## config.mk

```make
export PLATFORM = sky130hd
export DESIGN_NAME = job_timer_table_top
export DESIGN_NICKNAME = d
export VERILOG_FILES = /design/src/sv/jtt_pkg.sv /design/src/sv/jtt_ctrl.sv /design/src/sv/jtt_dp.sv /design/src/sv/job_timer_table_top.sv
export VERILOG_INCLUDE_DIRS = /design/src /design/src/sv
export SDC_FILE = /design/constraint.sdc
export NUM_CORES = 2
export LEC_CHECK = 0
export BUFFER_PORTS_ARGS = -buffer_cell sky130_fd_sc_hd__buf_2
export CAP_MARGIN = 20
export CORE_UTILIZATION = 65
export CTS_CLUSTER_SIZE = 40
export DETAILED_ROUTE_END_ITERATION = 12
export GPL_ROUTABILITY_DRIVEN = 0
export PLACE_DENSITY_LB_ADDON = 0.05
export SLEW_MARGIN = 25
export SYNTH_ARGS = -nofsm -noshare
export SYNTH_HDL_FRONTEND = slang
export SYNTH_HIERARCHICAL = 1
export SYNTH_SLANG_ARGS = --single-unit
```

## constraint.sdc

```tcl
create_clock -name clock -period 14.07 [get_ports clock]
set_clock_uncertainty 0.1 [all_clocks]
set_input_delay 0.7035 -clock clock [delete_from_list [all_inputs] [get_ports clock]]
set_output_delay 0.7035 -clock clock [all_outputs]
set_load 0.01 [all_outputs]
```

## src/sv/job_timer_table_top_assert.svh

```systemverilog
// Assertion macros for the job timer table.
`ifndef JOB_TIMER_TABLE_TOP_ASSERT_SVH
`define JOB_TIMER_TABLE_TOP_ASSERT_SVH
`ifndef NO_ASSERTIONS
`define JTT_ASSERT_IMPL(label, clk, rst, prop, msg) \
   label: assert property (@(posedge clk) disable iff (rst) prop) else $error(msg);
`define JTT_ASSERT_NEVER(label, clk, rst, cond, msg) \
   label: assert property (@(posedge clk) disable iff (rst) !(cond)) else $error(msg);
`else
`define JTT_ASSERT_IMPL(label, clk, rst, prop, msg)
`define JTT_ASSERT_NEVER(label, clk, rst, cond, msg)
`endif
`endif

```

## src/sv/jtt_pkg.sv

```systemverilog
// Shared types and constants for the job timer table.
`timescale 1ns / 1ps
package jtt_pkg;
   localparam int SLOTS_DEFAULT = 16;
   localparam logic [31:0] MAX_SPAN = 32'h7fffffff;

   typedef enum logic [2:0] {
      OP_AT_WALL    = 3'd0,
      OP_AFTER      = 3'd1,
      OP_EVERY_WALL = 3'd2,
      OP_EVERY_MONO = 3'd3,
      OP_REMOVE_TAG = 3'd4,
      OP_REMOVE_ID  = 3'd5,
      OP_CLEAR      = 3'd6,
      OP_TICK       = 3'd7
   } op_type;

   typedef enum logic [2:0] {
      ST_OK       = 3'd0,
      ST_BAD_ARG  = 3'd1,
      ST_DUP_TAG  = 3'd2,
      ST_FULL     = 3'd3,
      ST_NOTFOUND = 3'd4
   } status_type;

   typedef enum logic [2:0] {
      S_IDLE,
      S_SCAN,
      S_FIRE,
      S_COMMIT,
      S_REPLY
   } state_type;

   // controller to datapath
   typedef struct packed {
      logic load;
      logic scan_step;
      logic fire_apply;
      logic commit;
      logic send_fire;
      logic send_reply;
   } cmd_type;

   // datapath to controller
   typedef struct packed {
      logic scan_done;
      logic hit_fire;
      logic early_done;
      logic rsp_free;
   } sts_type;
endpackage

```

## src/sv/jtt_ctrl.sv

```systemverilog
// Controller state machine sequencing the slot scan.
`timescale 1ns / 1ps
module jtt_ctrl (
   input  logic              clock,
   input  logic              reset,
   input  logic              req_valid,
   output logic              req_ready,
   input  jtt_pkg::sts_type  sts,
   output jtt_pkg::cmd_type  cmd,
   output jtt_pkg::state_type state
);
   jtt_pkg::state_type state_ff, state_in;

   // hold state
   always_ff @(posedge clock) begin
      if (reset) state_ff <= jtt_pkg::S_IDLE;
      else state_ff <= state_in;
   end

   // next state
   always_comb begin
      state_in = state_ff;
      unique case (state_ff)
         jtt_pkg::S_IDLE:
            if (req_valid) state_in = jtt_pkg::S_SCAN;
         jtt_pkg::S_SCAN: begin
            if (sts.hit_fire) state_in = jtt_pkg::S_FIRE;
            else if (sts.scan_done || sts.early_done) state_in = jtt_pkg::S_COMMIT;
         end
         jtt_pkg::S_FIRE:
            if (sts.rsp_free) state_in = sts.scan_done ? jtt_pkg::S_COMMIT : jtt_pkg::S_SCAN;
         // wait until the last fired word has left the result register
         jtt_pkg::S_COMMIT:
            if (sts.rsp_free) state_in = jtt_pkg::S_REPLY;
         jtt_pkg::S_REPLY:
            if (sts.rsp_free) state_in = jtt_pkg::S_IDLE;
         default: state_in = jtt_pkg::S_IDLE;
      endcase
   end

   // outputs
   always_comb begin
      cmd = '0;
      req_ready = 1'b0;
      unique case (state_ff)
         jtt_pkg::S_IDLE: begin
            req_ready = 1'b1;
            cmd.load = req_valid;
         end
         jtt_pkg::S_SCAN: cmd.scan_step = !sts.hit_fire;
         jtt_pkg::S_FIRE: begin
            cmd.send_fire = sts.rsp_free;
            cmd.fire_apply = sts.rsp_free;
         end
         jtt_pkg::S_COMMIT: cmd.commit = sts.rsp_free;
         jtt_pkg::S_REPLY: cmd.send_reply = sts.rsp_free;
         default: ;
      endcase
   end

   assign state = state_ff;
endmodule

```

## src/sv/jtt_dp.sv

```systemverilog
// Datapath: slot table, scan index, request word and result register.
`timescale 1ns / 1ps
module jtt_dp #(
   parameter int SLOTS = jtt_pkg::SLOTS_DEFAULT
) (
   input  logic             clock,
   input  logic             reset,
   input  jtt_pkg::cmd_type cmd,
   output jtt_pkg::sts_type sts,
   input  logic [2:0]       req_op,
   input  logic [15:0]      req_tag,
   input  logic [31:0]      req_amount,
   input  logic [30:0]      req_job_id,
   input  logic [31:0]      req_mono_now,
   input  logic [31:0]      req_wall_now,
   input  logic             req_wall_ready,
   output logic             rsp_valid,
   input  logic             rsp_ready,
   output logic             rsp_kind,
   output logic [30:0]      rsp_job_id_res,
   output logic [2:0]       rsp_status,
   output logic             rsp_last
);
   localparam int IW = (SLOTS > 1) ? $clog2(SLOTS) : 1;
   localparam int CW = $clog2(SLOTS + 1);

   logic [SLOTS-1:0] act_ff;
   logic [SLOTS-1:0] wall_ff;
   logic [30:0] id_ff [SLOTS];
   logic [15:0] tag_ff [SLOTS];
   logic [31:0] due_ff [SLOTS];
   logic [30:0] ivl_ff [SLOTS];
   logic [31:0] next_id_ff;

   jtt_pkg::op_type op_ff;
   logic [15:0] tag_r_ff;
   logic [31:0] amt_ff, mono_ff, wall_now_ff;
   logic [30:0] jid_ff;
   logic wrdy_ff;

   logic [CW-1:0] idx_ff;
   logic [IW-1:0] free_ff;
   logic free_ok_ff, dup_ff, found_ff;
   logic [IW-1:0] found_at_ff;

   logic rv_ff, rkind_ff, rlast_ff;
   logic [30:0] rid_ff;
   logic [2:0] rst_ff;

   logic [IW-1:0] ix;
   logic is_add, is_tick, is_rem, match, due_now, start_wall;
   logic [31:0] wsum, msum, d;
   logic bad_amt;
   logic [2:0] add_st;
   logic [31:0] limit;

   assign ix = idx_ff[IW-1:0];
   assign is_add = (op_ff == jtt_pkg::OP_AT_WALL) || (op_ff == jtt_pkg::OP_AFTER) ||
                   (op_ff == jtt_pkg::OP_EVERY_WALL) || (op_ff == jtt_pkg::OP_EVERY_MONO);
   assign is_tick = (op_ff == jtt_pkg::OP_TICK);
   assign is_rem = (op_ff == jtt_pkg::OP_REMOVE_TAG) || (op_ff == jtt_pkg::OP_REMOVE_ID);
   assign limit = next_id_ff - 32'd1;
   assign wsum = wall_now_ff + {1'b0, ivl_ff[ix]};
   assign msum = mono_ff + {1'b0, ivl_ff[ix]};
   assign d = mono_ff - due_ff[ix];

   // per-slot evaluation at the scan index
   always_comb begin
      match = 1'b0;
      if (act_ff[ix]) begin
         if (op_ff == jtt_pkg::OP_REMOVE_TAG) match = (tag_r_ff != 16'd0) && (tag_ff[ix] == tag_r_ff);
         else match = (id_ff[ix] == jid_ff);
      end
      start_wall = 1'b0;
      due_now = 1'b0;
      if (act_ff[ix] && ({1'b0, id_ff[ix]} <= limit)) begin
         if (wall_ff[ix]) begin
            if (wrdy_ff) begin
               if (due_ff[ix] == 32'd0 && ivl_ff[ix] != 31'd0) start_wall = 1'b1;
               else due_now = (wall_now_ff >= due_ff[ix]);
            end
         end else begin
            due_now = !d[31];
         end
      end
   end

   // add status
   always_comb begin
      case (op_ff)
         jtt_pkg::OP_AT_WALL: bad_amt = (amt_ff == 32'd0);
         jtt_pkg::OP_AFTER:   bad_amt = (amt_ff > jtt_pkg::MAX_SPAN);
         default:             bad_amt = (amt_ff == 32'd0) || (amt_ff > jtt_pkg::MAX_SPAN);
      endcase
      if (bad_amt || tag_r_ff == 16'd0) add_st = jtt_pkg::ST_BAD_ARG;
      else if (next_id_ff == 32'd0 || next_id_ff > jtt_pkg::MAX_SPAN) add_st = jtt_pkg::ST_FULL;
      else if (dup_ff) add_st = jtt_pkg::ST_DUP_TAG;
      else if (!free_ok_ff) add_st = jtt_pkg::ST_FULL;
      else add_st = jtt_pkg::ST_OK;
   end

   assign sts.scan_done = (idx_ff >= CW'(SLOTS - 1)) && !(is_tick && idx_ff < CW'(SLOTS));
   assign sts.hit_fire = is_tick && (idx_ff < CW'(SLOTS)) && due_now;
   assign sts.early_done = !is_tick && (idx_ff >= CW'(SLOTS) || (is_rem && match)
                           || op_ff == jtt_pkg::OP_CLEAR);
   assign sts.rsp_free = !rv_ff || rsp_ready;

   // capture request and run the scan
   always_ff @(posedge clock) begin
      if (cmd.load) begin
         op_ff <= jtt_pkg::op_type'(req_op);
         tag_r_ff <= req_tag;
         amt_ff <= req_amount;
         jid_ff <= req_job_id;
         mono_ff <= req_mono_now;
         wall_now_ff <= req_wall_now;
         wrdy_ff <= req_wall_ready;
         idx_ff <= '0;
         free_ok_ff <= 1'b0;
         free_ff <= '0;
         dup_ff <= 1'b0;
         found_ff <= 1'b0;
         found_at_ff <= '0;
      end else if (cmd.scan_step || cmd.fire_apply) begin
         if (idx_ff < CW'(SLOTS)) idx_ff <= idx_ff + CW'(1);
         if (cmd.scan_step && idx_ff < CW'(SLOTS)) begin
            if (!act_ff[ix] && !free_ok_ff) begin
               free_ok_ff <= 1'b1;
               free_ff <= ix;
            end
            if (act_ff[ix] && tag_ff[ix] == tag_r_ff) dup_ff <= 1'b1;
         end
      end
      if (cmd.scan_step && !is_tick && is_rem && match && idx_ff < CW'(SLOTS)) begin
         found_ff <= 1'b1;
         found_at_ff <= ix;
      end
   end

   // slot table writes
   always_ff @(posedge clock) begin
      if (reset) begin
         act_ff <= '0;
         next_id_ff <= 32'd1;
      end else begin
         if (cmd.scan_step && is_tick && start_wall && idx_ff < CW'(SLOTS))
            due_ff[ix] <= wsum;
         if (cmd.fire_apply) begin
            if (ivl_ff[ix] == 31'd0) begin
               act_ff[ix] <= 1'b0;
               wall_ff[ix] <= 1'b0;
               id_ff[ix] <= '0; tag_ff[ix] <= '0; due_ff[ix] <= '0; ivl_ff[ix] <= '0;
            end else due_ff[ix] <= wall_ff[ix] ? wsum : msum;
         end
         if (cmd.commit) begin
            if (op_ff == jtt_pkg::OP_CLEAR) act_ff <= '0;
            else if (is_rem && found_ff) act_ff[found_at_ff] <= 1'b0;
            else if (is_add && add_st == jtt_pkg::ST_OK) begin
               act_ff[free_ff] <= 1'b1;
               id_ff[free_ff] <= next_id_ff[30:0];
               tag_ff[free_ff] <= tag_r_ff;
               wall_ff[free_ff] <= (op_ff == jtt_pkg::OP_AT_WALL) ||
                                   (op_ff == jtt_pkg::OP_EVERY_WALL);
               ivl_ff[free_ff] <= (op_ff == jtt_pkg::OP_EVERY_WALL ||
                                   op_ff == jtt_pkg::OP_EVERY_MONO) ? amt_ff[30:0] : 31'd0;
               case (op_ff)
                  jtt_pkg::OP_AT_WALL: due_ff[free_ff] <= amt_ff;
                  jtt_pkg::OP_EVERY_WALL:
                     due_ff[free_ff] <= wrdy_ff ? wall_now_ff + amt_ff : 32'd0;
                  default: due_ff[free_ff] <= mono_ff + amt_ff;
               endcase
               next_id_ff <= next_id_ff + 32'd1;
            end
         end
      end
   end

   // result register; reply word decided at commit
   always_ff @(posedge clock) begin
      if (reset) rv_ff <= 1'b0;
      else if (cmd.send_fire) begin
         rv_ff <= 1'b1;
         rkind_ff <= 1'b1; rid_ff <= id_ff[ix]; rst_ff <= jtt_pkg::ST_OK; rlast_ff <= 1'b0;
      end else if (cmd.send_reply) begin
         rv_ff <= 1'b1;
         rkind_ff <= 1'b0; rlast_ff <= 1'b1;
      end else if (rsp_ready) rv_ff <= 1'b0;
      if (cmd.commit) begin
         if (is_add) begin
            rst_ff <= add_st;
            rid_ff <= (add_st == jtt_pkg::ST_OK) ? next_id_ff[30:0] : 31'd0;
         end else begin
            rst_ff <= (is_rem && !found_ff) ? jtt_pkg::ST_NOTFOUND : jtt_pkg::ST_OK;
            rid_ff <= '0;
         end
      end
   end

   assign rsp_valid = rv_ff;
   assign rsp_kind = rkind_ff;
   assign rsp_job_id_res = rid_ff;
   assign rsp_status = rst_ff;
   assign rsp_last = rlast_ff;
endmodule

```

## src/sv/job_timer_table_top.sv

```systemverilog
// Top level of the job timer table.
`timescale 1ns / 1ps
// Usage: one request word (op plus operands and time stamps) enters on the
// req_ valid/ready channel while the block is idle. The block scans its slots
// one per cycle, pausing at each due job, and answers on the rsp_ channel: a
// tick yields one fired word per due job (kind 1, last 0) and then a reply
// word (kind 0, last 1); every other op yields a single reply word with its
// status and, for adds, new id. An add or a tick scans every slot; remove
// stops at the matching slot and clear skips the scan. One request is in
// flight at a time: a new request is taken only once the reply of the last
// has been issued and the block is idle again. Reset (synchronous, active
// high) empties every slot and sets the next id to one. When the receiver
// holds rsp_ready low, the result register holds its word, the scan pauses
// at the firing slot and the reply waits until the word is taken.
module job_timer_table_top #(
   parameter int SLOTS = jtt_pkg::SLOTS_DEFAULT
) (
   input  logic        clock,
   input  logic        reset,
   input  logic        req_valid,
   output logic        req_ready,
   input  logic [2:0]  req_op,
   input  logic [15:0] req_tag,
   input  logic [31:0] req_amount,
   input  logic [30:0] req_job_id,
   input  logic [31:0] req_mono_now,
   input  logic [31:0] req_wall_now,
   input  logic        req_wall_ready,
   output logic        rsp_valid,
   input  logic        rsp_ready,
   output logic        rsp_kind,
   output logic [30:0] rsp_job_id_res,
   output logic [2:0]  rsp_status,
   output logic        rsp_last
);
`include "job_timer_table_top_assert.svh"

   jtt_pkg::cmd_type cmd;
   jtt_pkg::sts_type sts;
   jtt_pkg::state_type state;

   jtt_ctrl u_ctrl (
      .clock(clock), .reset(reset), .req_valid(req_valid), .req_ready(req_ready),
      .sts(sts), .cmd(cmd), .state(state)
   );

   jtt_dp #(.SLOTS(SLOTS)) u_dp (
      .clock(clock), .reset(reset), .cmd(cmd), .sts(sts),
      .req_op(req_op), .req_tag(req_tag), .req_amount(req_amount),
      .req_job_id(req_job_id), .req_mono_now(req_mono_now),
      .req_wall_now(req_wall_now), .req_wall_ready(req_wall_ready),
      .rsp_valid(rsp_valid), .rsp_ready(rsp_ready), .rsp_kind(rsp_kind),
      .rsp_job_id_res(rsp_job_id_res), .rsp_status(rsp_status), .rsp_last(rsp_last)
   );

   `JTT_ASSERT_NEVER(a_ready_idle, clock, reset, req_ready && state != jtt_pkg::S_IDLE, "ready outside idle")
   `JTT_ASSERT_NEVER(a_fire_kind, clock, reset, rsp_valid && rsp_kind && (rsp_last || rsp_status != jtt_pkg::ST_OK), "fired word malformed")
   `JTT_ASSERT_IMPL(a_reply_idle, clock, reset, (state == jtt_pkg::S_REPLY && sts.rsp_free) |=> req_ready, "reply not followed by idle")
endmodule
```

==> impl_metrics.xml <==
<?xml version="1.0" encoding="UTF-8"?>
<metrics>
  <group name="cells_and_area">
    <metric name="area.growth.synth_to_final" unit="%">10.92</metric>
    <metric name="fill_cells" unit="">10030</metric>
    <metric name="finish.net_count" unit="">7939</metric>
    <metric name="layout.core_utilization" unit="%">72.63</metric>
    <metric name="layout-drive-gt1-share" unit="%">17.45</metric>
  </group>
  <group name="run_status">
    <metric name="failed_checks" unit="">DRC</metric>
    <metric name="outcome" unit="">finished with violations</metric>
  </group>
  <group name="place">
    <metric name="post_place_setup_slack" unit="ns">5.384</metric>
    <metric name="hpwl_reported_at_the_end_of_detailed_placement" unit="um">193600</metric>
    <metric name="port-buffer-count" unit="">188</metric>
  </group>
  <group name="synth">
    <metric name="synth_seq_cells" unit="">2031</metric>
    <metric name="dominantRegCellSynth" unit="">edfxtp_1</metric>
    <metric name="ys.warnings.count" unit="">6</metric>
    <metric name="synth_cell_type_count" unit="">89</metric>
    <metric name="synthDominantCellAreaShare" unit="%">58.36</metric>
    <metric name="synth.net_count" unit="">7852</metric>
    <metric name="netlist.top_cell.by_area" unit="">edfxtp_1</metric>
    <metric name="postSynthAreaPerCell" unit="sq um">13.52</metric>
    <metric name="post_synth_main_area_contributors" unit="">edfxtp_1, mux4_2, nor2_1, mux2i_1, ha_1</metric>
    <metric name="synth_edf_count" unit="">1963</metric>
    <metric name="yosys.cell_count.top_type" unit="">edfxtp_1</metric>
    <metric name="synth_common_cells" unit="">edfxtp_1, nor2_1, mux4_2</metric>
    <metric name="synth_cells" unit="">7472</metric>
    <metric name="post_synth_instance_area" unit="sq mm">0.1010</metric>
    <metric name="async_reset_ff_share" unit="%">0</metric>
    <metric name="ys_seq_area_share" unit="%">59.71</metric>
  </group>
  <group name="critical_path">
    <metric name="rr_worst_depth" unit="">18</metric>
    <metric name="worst_r2r_endpoint" unit="">u_dp/due_ff[1][17]</metric>
    <metric name="cp_common_cell" unit="">buf_4</metric>
    <metric name="critical_path_peak_fanout" unit="">44</metric>
    <metric name="worstPathCellList" unit="">buf_4, buf_4, mux4_2, mux4_2, or3_1, a211oi_1, and4_1, and4_1, or3_1, o2111ai_1, a211oi_1, nor4b_4, nand2_1, nor4_2, o21ai_4, buf_16, o21ai_4, buf_4</metric>
    <metric name="worstSetupPathType" unit="">register to register</metric>
    <metric name="slowest_stage" unit="">dfxtp_4</metric>
    <metric name="timing.critical_path.required" unit="ns">14.44</metric>
    <metric name="kind_of_capture_point_of_the_worst_setup_path" unit="">register</metric>
    <metric name="arrival" unit="ns">9.06</metric>
    <metric name="setup.worst_path.start_class" unit="">register</metric>
    <metric name="cp_slowest_stage_delay" unit="ns">0.87</metric>
    <metric name="reg2reg_setup_slack" unit="ns">5.38</metric>
  </group>
  <group name="global_routing">
    <metric name="grt_pass1_wl" unit="um">466300</metric>
    <metric name="number_of_global_route_vias_before_repair" unit="">67510</metric>
    <metric name="global_route.usage.met1" unit="%">57.61</metric>
    <metric name="top_usage_layer" unit="">met2</metric>
    <metric name="global_route.usage.met3" unit="%">13.95</metric>
    <metric name="met2_usage" unit="%">60.58</metric>
    <metric name="overflow" unit="">0</metric>
    <metric name="grt_antenna_before_repair" unit="">12</metric>
    <metric name="grt_max_degree" unit="">142</metric>
    <metric name="globalRouteTotalUtil" unit="%">41.49</metric>
  </group>
  <group name="timing">
    <metric name="hold_violations" unit="">0</metric>
    <metric name="final.min_clock_period" unit="ns">8.688</metric>
    <metric name="worst_margin_slew" unit="ns">1.157</metric>
    <metric name="setup_viol" unit="">0</metric>
    <metric name="maxSlewHeadroom" unit="%">22.86</metric>
    <metric name="max_freq" unit="MHz">115.1</metric>
    <metric name="number_of_pins_with_negative_max_slew_slack_in_the_final_report" unit="">0</metric>
    <metric name="final.setup.tns" unit="ns">0</metric>
    <metric name="rsz_0062_raised_after_global_routing" unit="">false</metric>
    <metric name="finalCritPeriodShare" unit="%">61.75</metric>
    <metric name="post-route-worst-setup-slack" unit="ns">5.382</metric>
  </group>
  <group name="drt">
    <metric name="avgRoutedWirePerCell" unit="um">33.34</metric>
    <metric name="routed_wirelength" unit="um">326100</metric>
    <metric name="viasPerCell" unit="">7.124</metric>
    <metric name="drt_first_iter_violations" unit="">11420</metric>
    <metric name="route.detailed.drc" unit="">8</metric>
    <metric name="antenna_viol_nets_final" unit="">0</metric>
    <metric name="drtPass1Iterations" unit="">11</metric>
    <metric name="dr_total_vias" unit="">69670</metric>
  </group>
  <group name="clock_network">
    <metric name="ctsRootBufferMaster" unit="">clkbuf_16</metric>
    <metric name="clkTransAtPathRegs" unit="ns">0.07</metric>
    <metric name="clkLatencyLatePin" unit="ns">0.83</metric>
    <metric name="cts-buffers-inserted" unit="">199</metric>
    <metric name="h_tree_depth_reported_by_cts" unit="">4</metric>
    <metric name="tritoncts_clock_tree" unit="">built</metric>
    <metric name="ctsLongestPathBuffers" unit="">3</metric>
    <metric name="numClockSinks" unit="">2031</metric>
    <metric name="postCtsSetupRepairBufs" unit="">0</metric>
    <metric name="ctsResizeCount" unit="">0</metric>
  </group>
  <group name="floorplanning">
    <metric name="effective_utilization_at_floorplan" unit="%">65.49</metric>
    <metric name="core_region_area" unit="sq mm">0.1542</metric>
    <metric name="ioPinCount" unit="">189</metric>
    <metric name="die-area" unit="sq mm">0.1570</metric>
    <metric name="fp-row-count" unit="">144</metric>
    <metric name="dieWidth" unit="um">396.2</metric>
    <metric name="dieHeight" unit="um">396.2</metric>
  </group>
  <group name="power">
    <metric name="share_clk_of_total_power" unit="%">32.1</metric>
    <metric name="sequentialPowerShare" unit="%">44.0</metric>
    <metric name="cell_internal_pwr" unit="mW">11.29</metric>
    <metric name="p_leak" unit="nW">43.39</metric>
    <metric name="net_sw_power" unit="mW">4.891</metric>
    <metric name="ir_drop" unit="mV">0.1438</metric>
    <metric name="cellPowerDensity" unit="mW/mm^2">144.4</metric>
    <metric name="power.combinational.fraction" unit="%">23.9</metric>
    <metric name="fin_total_pwr" unit="mW">16.18</metric>
    <metric name="power.switching_fraction" unit="%">30.23</metric>
  </group>
  <group name="min_path">
    <metric name="timing.hold.worst_endpoint" unit="">u_dp/tag_r_ff[8]</metric>
    <metric name="worstHoldStart" unit="">req_tag[8]</metric>
    <metric name="worst_hold_path_type" unit="">input pin to register</metric>
    <metric name="worst_hold_path.num_cells" unit="">1</metric>
  </group>
  <group name="flow_run">
    <metric name="cap_violations" unit="">0</metric>
  </group>
</metrics>
-- layout make-up --
class,instances,area [sq um],share of cell area (%)
inverter,102,387.9,0.3462
antenna,11,27.53,0.02457
tap,2044,2557,2.283
timing repair buffer,521,3989,3.561
clock inverter,92,757.0,0.6757
sequential,2031,60320,53.85
multi-input combinational,4704,38480,34.35
clock buffer,275,5505,4.915
-- through the flow --
step / cell area, sq um / hold slack, ns / std cells
after floorplan: 101000 / 0.3354 / 7472
after global placement: 103900 / 0.3473 / 9246
after detailed placement: 104100 / 0.3567 / 9252
after CTS: 111800 / 0.003721 / 9759
after global routing: 112000 / 0.01359 / 9770
final: 112000 / 0.04683 / 9780
-- critical path: cells and delay by family, from the launching register on --
family / cells / cell delay, ns
buffers and inverters: 4 / 2.25
and+or+nand+nor: 7 / 2.05
AOI/OAI and AO/OA: 5 / 1.75
muxes: 2 / 1.19
DFF: 1 / 0.87
-- power groups by stage --
stage / logic (mW) / clock network, mW / registers, mW
4_1_cts: 3.72 / 5.21 / 7.10
2_1_floorplan: 2.70 / 0 / 7.07
3_5_place_dp: 3.67 / 0 / 7.22
3_3_place_gp: 3.58 / 0 / 7.22
6_report: 3.87 / 5.20 / 7.12
5_1_grt: 4.08 / 5.42 / 7.11
-- layer usage --
layer	up-vias	part of all wire, %
met3	972	16
li1	28460	-
met4	16	4.7
met2	5600	44
met1	34630	35
met5	-	0.056
-- placed cells by master (no fill, tap or decap), types with 42 or more instances in the layout --
cell | Yosys | layout
nand3_1 | 74 | 69
and3_1 | 381 | 380
and2_1 | 356 | 355
buf_4 | 15 | 172
mux4_2 | 509 | 509
nand2_1 | 215 | 204
nand4_1 | 64 | 64
ha_1 | 225 | 225
clkbuf_1 | 490 | 61
clkbuf_16 | 0 | 207
buf_2 | 64 | 188
nor2_1 | 1174 | 1155
xnor2_1 | 125 | 125
edfxtp_1 | 1963 | 1963
xor2_1 | 83 | 83
a21oi_1 | 369 | 366
dfxtp_1 | 68 | 64
o21ai_0 | 157 | 134
a21o_1 | 89 | 89
clkinv_1 | 4 | 43
mux2i_1 | 285 | 284
inv_1 | 97 | 96
a22oi_1 | 46 | 42
dlygate4sd3_1 | 0 | 140
-- timing repair --
item / CTS / global route
endpoints found under the hold margin: 140 / 0
hold buffers: 140 / 0
setup endpoints to repair: 0 / 0
-- flip-flops by register name, summed over array words and instances (netlist names), 31 cells and up, named ones only --
register             flops
u_dp/ivl_ff            496
u_dp/due_ff            512
u_dp/next_id_ff         32
u_dp/tag_ff            256
u_dp/rsp_job_id_res     31
u_dp/wall_now_ff        32
u_dp/amt_ff             32
u_dp/jid_ff             31
u_dp/mono_ff            32
u_dp/id_ff             496
-- cells by family (layout without fill, tap and decap cells) --
kind of cell | count (synthesis) | count (layout) | synth area share, %
buffers and inverters | 737 | 990 | 3.103
other | 0 | 11 | 0
AND/OR/NAND/NOR | 2468 | 2468 | 11.81
adder cells (fa/ha/maj) | 229 | 229 | 2.867
AO/OA/AOI/OAI | 973 | 973 | 6.174
XOR/XNOR | 208 | 208 | 1.804
multiplexers | 826 | 826 | 14.53
flip-flops | 2031 | 2031 | 59.71
-- how the worst max path moves through the flow --
stage          slack (ns)             endpoint  depth (start not counted)
3_3_place_gp         5.48  u_dp/due_ff[15][25]                         17
4_1_cts              5.31  u_dp/due_ff[15][15]                         17
6_report             5.38   u_dp/due_ff[1][17]                         18
2_1_floorplan        4.73    u_dp/id_ff[11][0]                         13
3_5_place_dp         5.38  u_dp/due_ff[15][29]                         17
5_1_grt              5.20   u_dp/due_ff[1][21]                         18
(Power assumes the default switching activity.)
